==> config.mk <==
export PLATFORM = sky130hd
export DESIGN_NAME = cosine_similarity_stream_flat
export DESIGN_NICKNAME = d
export VERILOG_FILES = /design/src/cs_pkg.sv /design/src/cs_ifs.sv /design/src/cs_isqrt.sv /design/src/cs_ctrl.sv /design/src/cs_dp.sv /design/src/cosine_similarity_stream.sv /design/src/flat_wrapper.sv
export SDC_FILE = /design/constraint.sdc
export NUM_CORES = 2
export LEC_CHECK = 0
export ABC_CLOCK_PERIOD_IN_PS = 21600
export BUFFER_PORTS_ARGS = -buffer_cell sky130_fd_sc_hd__buf_2
export CAP_MARGIN = 20
export CORE_ASPECT_RATIO = 0.8
export CORE_MARGIN = 5
export CORE_UTILIZATION = 65
export DETAILED_ROUTE_END_ITERATION = 6
export PLACE_DENSITY = 0.81
export SYNTH_ARGS = -nofsm -noshare
export SYNTH_HDL_FRONTEND = slang
export SYNTH_SLANG_ARGS = --single-unit
==> constraint.sdc <==
create_clock -name clk -period 21.6 [get_ports clk]
set_clock_uncertainty 0.05 [all_clocks]
set_input_delay 3.24 -clock clk [delete_from_list [all_inputs] [get_ports clk]]
set_output_delay 3.24 -clock clk [all_outputs]
set_load 0.01 [all_outputs]
==> src/cs_pkg.sv <==
// Shared types and constants for the cosine similarity stream block.
// Depends on nothing; cs_ifs, cs_ctrl, cs_dp and the top level use it.
`default_nettype none

package cs_pkg;

	// Result format: signed Q1.15.
	localparam int SIM_W      = 16;
	localparam int FRAC_BITS  = 15;
	localparam int DIV_STEPS  = SIM_W;
	localparam logic [SIM_W-1:0] SIM_NEG_ONE = 16'h8000;
	localparam logic [SIM_W-1:0] SIM_POS_MAX = 16'h7FFF;
	localparam logic [SIM_W:0]   QUO_NEG_LIM = 17'd32768;
	localparam logic [SIM_W:0]   QUO_POS_LIM = 17'd32767;

	// A dot magnitude at or above 2^49 would overflow a 64-bit word once
	// shifted left by the fraction width, so its quotient saturates.
	localparam int HUGE_SHIFT = 64 - FRAC_BITS;

	// Upper bound of the accumulator width.
	localparam int ACC_W_MAX = 64;

	typedef struct packed {
		logic take;       // element pair request accepted this cycle
		logic fold;       // close the vector: final sums, clear accumulators
		logic sqrt_step;  // one digit of both square roots
		logic mul;        // multiply the two roots, take |dot|
		logic prep;       // saturation check and divider setup
		logic div_step;   // one quotient bit
		logic load_out;   // write the result register
	} cs_cmd_t;

	typedef struct packed {
		logic degen;      // valid while fold is high
	} cs_stat_t;

endpackage

`default_nettype wire

==> src/cs_ifs.sv <==
// Handshake channels of the cosine similarity stream block.
// Depends on cs_pkg for the result width.
`default_nettype none

interface cs_pair_if #(parameter int ELEM_WIDTH = 16);
	logic                  valid;
	logic                  ready;
	logic [ELEM_WIDTH-1:0] elem_a;
	logic [ELEM_WIDTH-1:0] elem_b;
	logic                  last;

	modport source (output valid, output elem_a, output elem_b, output last, input ready);
	modport sink   (input valid, input elem_a, input elem_b, input last, output ready);
endinterface

interface cs_result_if;
	logic                     valid;
	logic                     ready;
	logic [cs_pkg::SIM_W-1:0] similarity;
	logic                     degenerate;

	modport source (output valid, output similarity, output degenerate, input ready);
	modport sink   (input valid, input similarity, input degenerate, output ready);
endinterface

`default_nettype wire

==> src/cs_isqrt.sv <==
// Iterative integer square root (floor), one result bit per step.
// Depends on nothing outside this file.
`default_nettype none

module cs_isqrt #(
	parameter int VAL_W = 44
) (
	input  logic                          clk,
	input  logic                          load,
	input  logic                          step,
	input  logic [VAL_W-1:0]              value,
	output logic [(VAL_W+(VAL_W%2))/2-1:0] root
);
	localparam int SQ_W   = VAL_W + (VAL_W % 2);
	localparam int ROOT_W = SQ_W / 2;

	logic [SQ_W-1:0] rem_q;
	logic [SQ_W-1:0] res_q;
	logic [SQ_W-1:0] bit_q;
	logic [SQ_W:0]   trial;
	logic            fits;

	assign trial = {1'b0, res_q} + {1'b0, bit_q};
	assign fits  = {1'b0, rem_q} >= trial;

	always_ff @(posedge clk) begin
		if (load) begin
			rem_q <= SQ_W'(value);
			res_q <= '0;
			bit_q <= SQ_W'(1) << (SQ_W - 2);
		end else if (step) begin
			if (fits) begin
				rem_q <= rem_q - SQ_W'(trial);
				res_q <= (res_q >> 1) + bit_q;
			end else begin
				res_q <= res_q >> 1;
			end
			bit_q <= bit_q >> 2;
		end
	end

	assign root = res_q[ROOT_W-1:0];

endmodule

`default_nettype wire

==> src/cs_ctrl.sv <==
// Sequencer of the cosine similarity block: accumulate, roots, divide, output.
// Depends on cs_pkg for the command and status structs.
`default_nettype none

module cs_ctrl #(
	parameter int ROOT_W = 22
) (
	input  logic             clk,
	input  logic             arst_n,
	input  logic             pair_valid,
	input  logic             pair_last,
	output logic             pair_ready,
	output logic             res_valid,
	input  logic             res_ready,
	output cs_pkg::cs_cmd_t  cmd,
	input  cs_pkg::cs_stat_t stat
);
	import cs_pkg::*;

	localparam int STEPS_MAX = (ROOT_W > DIV_STEPS) ? ROOT_W : DIV_STEPS;
	localparam int STEP_W    = $clog2(STEPS_MAX);

	typedef enum logic [6:0] {
		ST_ACC  = 7'b0000001,
		ST_FOLD = 7'b0000010,
		ST_SQRT = 7'b0000100,
		ST_MUL  = 7'b0001000,
		ST_PREP = 7'b0010000,
		ST_DIV  = 7'b0100000,
		ST_DONE = 7'b1000000
	} cs_state_t;

	cs_state_t         state_q, state_nx;
	logic [STEP_W-1:0] step_q;
	logic              res_valid_q;
	logic              take;
	logic              out_free;

	assign pair_ready = (state_q == ST_ACC);
	assign take       = pair_valid && pair_ready;
	assign out_free   = !res_valid_q || res_ready;
	assign res_valid  = res_valid_q;

	always_comb begin
		state_nx = state_q;
		unique case (state_q)
			ST_ACC:  if (take && pair_last) state_nx = ST_FOLD;
			ST_FOLD: state_nx = stat.degen ? ST_DONE : ST_SQRT;
			ST_SQRT: if (step_q == '0) state_nx = ST_MUL;
			ST_MUL:  state_nx = ST_PREP;
			ST_PREP: state_nx = ST_DIV;
			ST_DIV:  if (step_q == '0) state_nx = ST_DONE;
			ST_DONE: if (out_free) state_nx = ST_ACC;
			default: state_nx = ST_ACC;
		endcase
	end

	always_comb begin
		cmd           = '0;
		cmd.take      = take;
		cmd.fold      = (state_q == ST_FOLD);
		cmd.sqrt_step = (state_q == ST_SQRT);
		cmd.mul       = (state_q == ST_MUL);
		cmd.prep      = (state_q == ST_PREP);
		cmd.div_step  = (state_q == ST_DIV);
		cmd.load_out  = (state_q == ST_DONE) && out_free;
	end

	always_ff @(posedge clk or negedge arst_n) begin
		if (!arst_n) begin
			state_q     <= ST_ACC;
			step_q      <= '0;
			res_valid_q <= 1'b0;
		end else begin
			state_q <= state_nx;
			if (state_q == ST_FOLD) begin
				step_q <= STEP_W'(ROOT_W - 1);
			end else if (state_q == ST_PREP) begin
				step_q <= STEP_W'(DIV_STEPS - 1);
			end else if (step_q != '0) begin
				step_q <= step_q - 1'b1;
			end
			if (cmd.load_out) begin
				res_valid_q <= 1'b1;
			end else if (res_ready) begin
				res_valid_q <= 1'b0;
			end
		end
	end

endmodule

`default_nettype wire

==> src/cs_dp.sv <==
// Datapath of the cosine similarity block: multiply-accumulate, two square
// root units, root product, restoring divider and result register.
// Depends on cs_pkg and cs_isqrt.
`default_nettype none

module cs_dp #(
	parameter int ELEM_WIDTH = 16,
	parameter int MAX_LEN    = 4096,
	parameter int ACC_W      = 44,
	parameter int CNT_W      = 13
) (
	input  logic                     clk,
	input  logic                     arst_n,
	input  logic [ELEM_WIDTH-1:0]    elem_a,
	input  logic [ELEM_WIDTH-1:0]    elem_b,
	input  cs_pkg::cs_cmd_t          cmd,
	output cs_pkg::cs_stat_t         stat,
	output logic [cs_pkg::SIM_W-1:0] similarity,
	output logic                     degenerate
);
	import cs_pkg::*;

	localparam int PROD_W = 2 * ELEM_WIDTH;
	localparam int SQ_W   = ACC_W + (ACC_W % 2);
	localparam int ROOT_W = SQ_W / 2;
	localparam int DEN_W  = 2 * ROOT_W;

	// Stage 1: products.
	logic signed [PROD_W-1:0] prod_ab_s1, prod_aa_s1, prod_bb_s1;
	logic                     take_s1;

	// Accumulators.
	logic signed [ACC_W-1:0] dot_q;
	logic        [ACC_W-1:0] norm_a_q, norm_b_q;
	logic        [CNT_W-1:0] cnt_q;
	logic signed [ACC_W-1:0] dot_add;
	logic        [ACC_W-1:0] norm_a_add, norm_b_add;
	logic signed [ACC_W-1:0] dot_fin;
	logic        [ACC_W-1:0] norm_a_fin, norm_b_fin;

	// Closing arithmetic.
	logic signed [ACC_W-1:0]  dot_fin_q;
	logic                     degen_q;
	logic [ROOT_W-1:0]        root_a, root_b;
	logic [DEN_W-1:0]         den_q;
	logic                     neg_q;
	logic [ACC_W-1:0]         mag_q;
	logic                     sat_q;
	logic [DEN_W-1:0]         rem_q;
	logic [SIM_W-1:0]         nbits_q;
	logic [SIM_W-1:0]         quo_q;
	logic [DEN_W:0]           trial;
	logic                     ge;
	logic [SIM_W:0]           qmag;
	logic [SIM_W-1:0]         sim_nx;
	logic [SIM_W-1:0]         sim_q;
	logic                     degen_out_q;

	always_ff @(posedge clk or negedge arst_n) begin
		if (!arst_n) begin
			take_s1 <= 1'b0;
		end else begin
			take_s1 <= cmd.take;
		end
	end

	always_ff @(posedge clk) begin
		if (cmd.take) begin
			prod_ab_s1 <= $signed(elem_a) * $signed(elem_b);
			prod_aa_s1 <= $signed(elem_a) * $signed(elem_a);
			prod_bb_s1 <= $signed(elem_b) * $signed(elem_b);
		end
	end

	assign dot_add    = take_s1 ? ACC_W'(prod_ab_s1) : '0;
	assign norm_a_add = take_s1 ? ACC_W'($unsigned(prod_aa_s1)) : '0;
	assign norm_b_add = take_s1 ? ACC_W'($unsigned(prod_bb_s1)) : '0;
	assign dot_fin    = dot_q + dot_add;
	assign norm_a_fin = norm_a_q + norm_a_add;
	assign norm_b_fin = norm_b_q + norm_b_add;

	assign stat.degen = (cnt_q > CNT_W'(MAX_LEN)) || (norm_a_fin == '0) || (norm_b_fin == '0);

	always_ff @(posedge clk or negedge arst_n) begin
		if (!arst_n) begin
			dot_q    <= '0;
			norm_a_q <= '0;
			norm_b_q <= '0;
			cnt_q    <= '0;
		end else if (cmd.fold) begin
			dot_q    <= '0;
			norm_a_q <= '0;
			norm_b_q <= '0;
			cnt_q    <= '0;
		end else begin
			dot_q    <= dot_fin;
			norm_a_q <= norm_a_fin;
			norm_b_q <= norm_b_fin;
			if (cmd.take && (cnt_q <= CNT_W'(MAX_LEN))) begin
				cnt_q <= cnt_q + 1'b1;
			end
		end
	end

	cs_isqrt #(.VAL_W(ACC_W)) u_sqrt_a (
		.clk   (clk),
		.load  (cmd.fold),
		.step  (cmd.sqrt_step),
		.value (norm_a_fin),
		.root  (root_a)
	);

	cs_isqrt #(.VAL_W(ACC_W)) u_sqrt_b (
		.clk   (clk),
		.load  (cmd.fold),
		.step  (cmd.sqrt_step),
		.value (norm_b_fin),
		.root  (root_b)
	);

	assign trial = {rem_q, nbits_q[SIM_W-1]};
	assign ge    = trial >= {1'b0, den_q};

	always_ff @(posedge clk) begin
		if (cmd.fold) begin
			dot_fin_q <= dot_fin;
			degen_q   <= stat.degen;
		end
		if (cmd.mul) begin
			den_q <= DEN_W'(root_a) * DEN_W'(root_b);
			neg_q <= dot_fin_q[ACC_W-1];
			mag_q <= dot_fin_q[ACC_W-1] ? $unsigned(-dot_fin_q) : $unsigned(dot_fin_q);
		end
		if (cmd.prep) begin
			// Quotient of 2^16 or more (or a dot too large to shift) saturates.
			sat_q   <= (|(mag_q >> HUGE_SHIFT)) ||
				({1'b0, DEN_W'(mag_q)} >= {den_q, 1'b0});
			rem_q   <= DEN_W'(mag_q >> 1);
			nbits_q <= {mag_q[0], {FRAC_BITS{1'b0}}};
			quo_q   <= '0;
		end else if (cmd.div_step) begin
			rem_q   <= ge ? DEN_W'(trial - {1'b0, den_q}) : DEN_W'(trial);
			quo_q   <= {quo_q[SIM_W-2:0], ge};
			nbits_q <= nbits_q << 1;
		end
		if (cmd.load_out) begin
			sim_q       <= sim_nx;
			degen_out_q <= degen_q;
		end
	end

	always_comb begin
		qmag   = {1'b0, quo_q};
		sim_nx = quo_q;
		if (degen_q) begin
			sim_nx = SIM_NEG_ONE;
		end else if (neg_q) begin
			if (sat_q || (qmag > QUO_NEG_LIM)) begin
				qmag = QUO_NEG_LIM;
			end
			sim_nx = SIM_W'((SIM_W+1)'(0) - qmag);
		end else if (sat_q || (qmag > QUO_POS_LIM)) begin
			sim_nx = SIM_POS_MAX;
		end
	end

	assign similarity = sim_q;
	assign degenerate = degen_out_q;

endmodule

`default_nettype wire

==> src/cosine_similarity_stream.sv <==
// Cosine similarity of two vectors streamed as element pairs. Uses cs_pkg, cs_ifs,
// cs_ctrl, cs_dp and cs_isqrt.
// Throughput: one pair per cycle while accumulating. The pair marked last stalls the
// input while it folds the sums, takes ROOT_W root steps, multiplies the roots and runs
// the 16 divider steps; degenerate vectors skip from the fold to the output register.
// Reset (arst_n low, asynchronous) clears the accumulators and the result valid flag.
`default_nettype none

module cosine_similarity_stream #(
	parameter int MAX_LEN    = 4096,
	parameter int ELEM_WIDTH = 16
) (
	input  logic        clk,
	input  logic        arst_n,
	cs_pair_if.sink     pair,
	cs_result_if.source result
);
	import cs_pkg::*;

	// The dot product of MAX_LEN full-scale pairs needs 2*ELEM_WIDTH-2 bits of
	// product, the bits of the count, and a sign. The width is capped at 64 bits, beyond
	// which the sums of a long vector of large elements can wrap.
	localparam int ACC_RAW = 2 * ELEM_WIDTH - 1 + $clog2(MAX_LEN + 1);
	localparam int ACC_W   = (ACC_RAW > ACC_W_MAX) ? ACC_W_MAX : ACC_RAW;
	localparam int SQ_W    = ACC_W + (ACC_W % 2);
	localparam int ROOT_W  = SQ_W / 2;
	// The count holds at MAX_LEN + 1 once the vector is too long.
	localparam int CNT_W   = $clog2(MAX_LEN + 2);

	cs_cmd_t  cmd;
	cs_stat_t stat;
	logic     pair_ready;
	logic     res_valid;

	// The controller owns the handshakes and the sequence of the closing
	// arithmetic; the datapath only follows its commands.
	cs_ctrl #(.ROOT_W(ROOT_W)) u_ctrl (
		.clk        (clk),
		.arst_n     (arst_n),
		.pair_valid (pair.valid),
		.pair_last  (pair.last),
		.pair_ready (pair_ready),
		.res_valid  (res_valid),
		.res_ready  (result.ready),
		.cmd        (cmd),
		.stat       (stat)
	);

	// The datapath multiplies each request's elements, accumulates the dot
	// product and both squared norms, and on the last request works out the
	// similarity into the result register.
	cs_dp #(
		.ELEM_WIDTH (ELEM_WIDTH),
		.MAX_LEN    (MAX_LEN),
		.ACC_W      (ACC_W),
		.CNT_W      (CNT_W)
	) u_dp (
		.clk        (clk),
		.arst_n     (arst_n),
		.elem_a     (pair.elem_a),
		.elem_b     (pair.elem_b),
		.cmd        (cmd),
		.stat       (stat),
		.similarity (result.similarity),
		.degenerate (result.degenerate)
	);

	assign pair.ready   = pair_ready;
	assign result.valid = res_valid;

endmodule

`default_nettype wire

==> src/flat_wrapper.sv <==
// flat-port wrapper written by rule: the top's interface ports become plain ports
module cosine_similarity_stream_flat import cs_pkg::*;
#(
	parameter int MAX_LEN    = 4096,
	parameter int ELEM_WIDTH = 16
)
  (clk, arst_n, pair_valid, pair_elem_a, pair_elem_b, pair_last, pair_ready, result_valid, result_similarity, result_degenerate, result_ready);
  cs_pair_if #(.ELEM_WIDTH(ELEM_WIDTH)) pair_i ();
  cs_result_if result_i ();
  input  logic clk;
  input  logic arst_n;
  input wire logic [$bits(pair_i.valid)-1:0] pair_valid;
  input wire logic [$bits(pair_i.elem_a)-1:0] pair_elem_a;
  input wire logic [$bits(pair_i.elem_b)-1:0] pair_elem_b;
  input wire logic [$bits(pair_i.last)-1:0] pair_last;
  output wire logic [$bits(pair_i.ready)-1:0] pair_ready;
  output wire logic [$bits(result_i.valid)-1:0] result_valid;
  output wire logic [$bits(result_i.similarity)-1:0] result_similarity;
  output wire logic [$bits(result_i.degenerate)-1:0] result_degenerate;
  input wire logic [$bits(result_i.ready)-1:0] result_ready;
  assign pair_i.valid = pair_valid;
  assign pair_i.elem_a = pair_elem_a;
  assign pair_i.elem_b = pair_elem_b;
  assign pair_i.last = pair_last;
  assign pair_ready = pair_i.ready;
  assign result_valid = result_i.valid;
  assign result_similarity = result_i.similarity;
  assign result_degenerate = result_i.degenerate;
  assign result_i.ready = result_ready;
  cosine_similarity_stream #(.MAX_LEN(MAX_LEN), .ELEM_WIDTH(ELEM_WIDTH)) u_core (.clk(clk), .arst_n(arst_n), .pair(pair_i), .result(result_i));
endmodule
==> flow_metrics.tcl <==
set metrics [dict create \
    max_stage_delay_ns 0.90 \
    place_congestion 0.974 \
    die_w_um 421 \
    rsz0062_at_grt "false" \
    maxCapViolCount 0 \
    crit_type "in2reg" \
    grt-ovfl-total 0 \
    ff2ff_path_depth 26 \
    synth_area_um2 87700 \
    vdd_drop_max_v 0.000383 \
    grt_pass1_vias 71305 \
    yosysTopAreaCellShare_pct 26.1 \
    synth_edf_count 378 \
    final.setup.tns_ns 0 \
    tightest_slew_ns 1.17 \
    critical_path_required_ns 21.98 \
    critPathLaunch "pair_elem_b[15]" \
    portBuffers 55 \
    antenna_found_initial 8 \
    grt_first_pass_wirelength_um 382000 \
    yosysUniqueCellTypes 86 \
    critPathBufInv 6 \
    status "finished, final reports clean" \
    synth_area_per_cell_um2 9.04 \
    mostFrequentLayoutCell "inv_1" \
    cts_repair_resize_count 0 \
    ctsHoldBuffers 0 \
    holdPathStages 2 \
    syn_nets 11662 \
    maxSlewViolCount 0 \
    drc_errors 0 \
    layout_worst_path_cycle_share_pct 49.0 \
    drt_iter0_drc 7044 \
    worstSetupStartpointType "primary input" \
    syn_to_final_growth_pct 5.03 \
    hold_start "u_core.u_dp.u_sqrt_a.res_q[12]$_SDFFE_PP0P_" \
    ioPinCount 56 \
    powerDensity_nw_per_um2 157 \
    drive_gt1_share_pct 3.65 \
    cts-root-buf "clkbuf_16" \
    synth_warnings 0 \
    cp_data_arrival_time_ns 10.96 \
    slowest_stage "clkinv_1" \
    avgViaCountPerCell 6.11 \
    fmax_mhz 94.5 \
    netlist_instances 9700 \
    ctsHtreeMaxLevel 3 \
    r2r_slack_ns 12.40 \
    critical_path.top_delay_family "adder cells" \
    async_flop_share_pct 23.9 \
    ys_top_cells_by_area "fa_1 26%, edfxtp_1 13%, ha_1 11%" \
    clock_latency_ns 0.71 \
    fin_hold_ws_ns 0.441 \
    netSwitchingFraction_pct 49.1 \
    path_max_fanout 30 \
    max_slew_margin_pct 22.3 \
    drt_wl_total_um 235000 \
    hold_viol 0 \
    synth_seq_area_share_pct 20.4 \
    synth_top_flop_cell "edfxtp_1" \
    cts_tree "done" \
    pwr-share-clk_pct 9.7 \
    die_area_um2 142000 \
    core-area_um2 134000 \
    crit_path_end_kind "register" \
    dr.pass1.iters 6 \
    cts_buffers 78 \
    layout_common_cells "1472 x inv_1, 1142 x fa_1, 1064 x nand2_1" \
    wire_per_inst_um 20.7 \
    post-cts-setup-buffers 0 \
    cp_common_cell "fa_1" \
    setup_violations 0 \
    fp.dieH_um 339 \
    vias 69352 \
    fp-row-count 120 \
    p_comb_share_pct 73.3 \
    reg2reg_from "u_core.u_dp.u_sqrt_a.res_q[8]$_SDFFE_PP0P_" \
    start_util_pct 65.5 \
    grt_use_total_pct 33.4 \
    switchingPower_mw 7.09 \
    p_int_mw 7.37 \
    min_period_ns 10.59 \
    clkSlewWorstSetupHoldPaths_ns 0.06 \
    power_frac_seq_pct 17.0 \
    clockBufferDepth 3 \
    min_path_type "reg2reg" \
    grt_max_degree 101 \
    synth_seq_cells 664 \
    nets 11475 \
    r2r-end "u_core.u_dp.den_q[41]$_DFFE_PP_" \
    synth_area_leader_cell "fa_1" \
    hpwl_um 181000 \
    hold_end "u_core.u_dp.u_sqrt_a.res_q[12]$_SDFFE_PP0P_" \
    power.static_leakage_nw 42.7 \
    drtAntennaViolNets 0 \
    cts.sink_count 664 \
]
## layer usage
metal	routed length (µm)	track usage, %	vias to the layer above
li1	-	-	31315
met1	95000	46.0	33950
met2	103000	50.8	3402
met3	25200	8.14	683
met4	11700	14.1	2
met5	90	0.475	-
## worst max-delay path by stage
stage | endpoint | depth (start not counted)
final | u_core.u_dp.prod_bb_s1[31]$_DFFE_PP_ | 25
after global routing | u_core.u_dp.prod_bb_s1[31]$_DFFE_PP_ | 25
after CTS | u_core.u_dp.prod_bb_s1[31]$_DFFE_PP_ | 25
after detailed placement | u_core.u_dp.prod_bb_s1[31]$_DFFE_PP_ | 25
after global placement | u_core.u_dp.prod_bb_s1[31]$_DFFE_PP_ | 25
after floorplan | u_core.u_dp.prod_ab_s1[31]$_DFFE_PP_ | 26
## cell usage after synthesis (127+ instances only)
master / number
and2_1: 599
nand2_1: 1065
nor2_1: 590
dfxtp_1: 127
dfrtp_1: 158
xor2_1: 222
a21oi_1: 439
clkbuf_1: 379
fa_1: 1142
o21ai_0: 413
xnor2_1: 354
nand3_1: 129
inv_1: 1473
a21o_1: 183
edfxtp_1: 378
a31oi_1: 134
ha_1: 783
## cell type report
type	count	area (µm²)
fillers	10200	41800
inverters	1485	5580
repair buffers	140	955
clock buffers	106	2170
flip-flops and latches	664	17900
clock inverters	40	505
diodes	7	17.5
multi-input cells	7144	62800
well taps	1769	2210
## metrics by stage
stage	total power [mW]	setup WS, ns	instances	area (µm²)	util (%)
floorplan	10.2	12.04	9700	87700	-
CTS	14.3	11.08	11346	92100	68.7
global route	15.8	10.67	11351	92100	68.8
finish	14.5	11.01	11355	92100	68.8
global placement	12.5	10.45	11198	89400	66.7
detailed placement	12.8	10.36	11200	89400	66.7
## worst register-to-register path: cells and delay by family (launching register included)
| kind | cells | cell delay [ns] |
|---|---|---|
| compound gates | 9 | 2.87 |
| xor+xnor | 1 | 0.15 |
| fa+ha+maj | 8 | 3.85 |
| buf+inv | 5 | 0.64 |
| flops | 1 | 0.74 |
| simple gates | 3 | 0.66 |
## cells by family after synthesis
| family | share of synthesized area, % |
|---|---|
| buf+inv | 8.10 |
| compound gates | 11.9 |
| mux | 0.358 |
| xor+xnor | 5.75 |
| flops | 20.4 |
| fa+ha+maj | 37.2 |
| simple gates | 16.3 |
## power groups by stage
stage / clock [mW] / sequential (mW) / combinational [mW]
after floorplan: 0 / 2.34 / 7.82
after global placement: 0 / 2.46 / 10.0
after detailed placement: 0 / 2.47 / 10.4
after CTS: 1.42 / 2.45 / 10.4
after global routing: 1.48 / 2.48 / 11.8
final: 1.41 / 2.46 / 10.6
## registers in the layout, indices dropped and copies added (netlist names), 7 cells and up
| name | cells |
|---|---|
| u_core.u_dp.quo_q | 16 |
| u_core.u_dp.cnt_q | 13 |
| u_core.u_dp.den_q | 44 |
| u_core.u_dp.u_sqrt_b.bit_q | 22 |
| u_core.u_dp.prod_bb_s1 | 31 |
| u_core.u_dp.norm_b_q | 44 |
| u_core.u_dp.u_sqrt_b.res_q | 44 |
| u_core.u_dp.dot_q | 44 |
| u_core.u_dp.prod_aa_s1 | 31 |
| u_core.u_dp.similarity | 16 |
| u_core.u_dp.u_sqrt_a.rem_q | 44 |
| u_core.u_dp.norm_a_q | 44 |
| u_core.u_dp.prod_ab_s1 | 32 |
| u_core.u_dp.u_sqrt_a.res_q | 44 |
| u_core.u_dp.u_sqrt_b.rem_q | 44 |
| u_core.u_dp.rem_q | 44 |
| u_core.u_dp.mag_q | 44 |
| u_core.u_dp.dot_fin_q | 44 |
| u_core.u_ctrl.state_q | 7 |
Power figures use the tool's default switching activity.
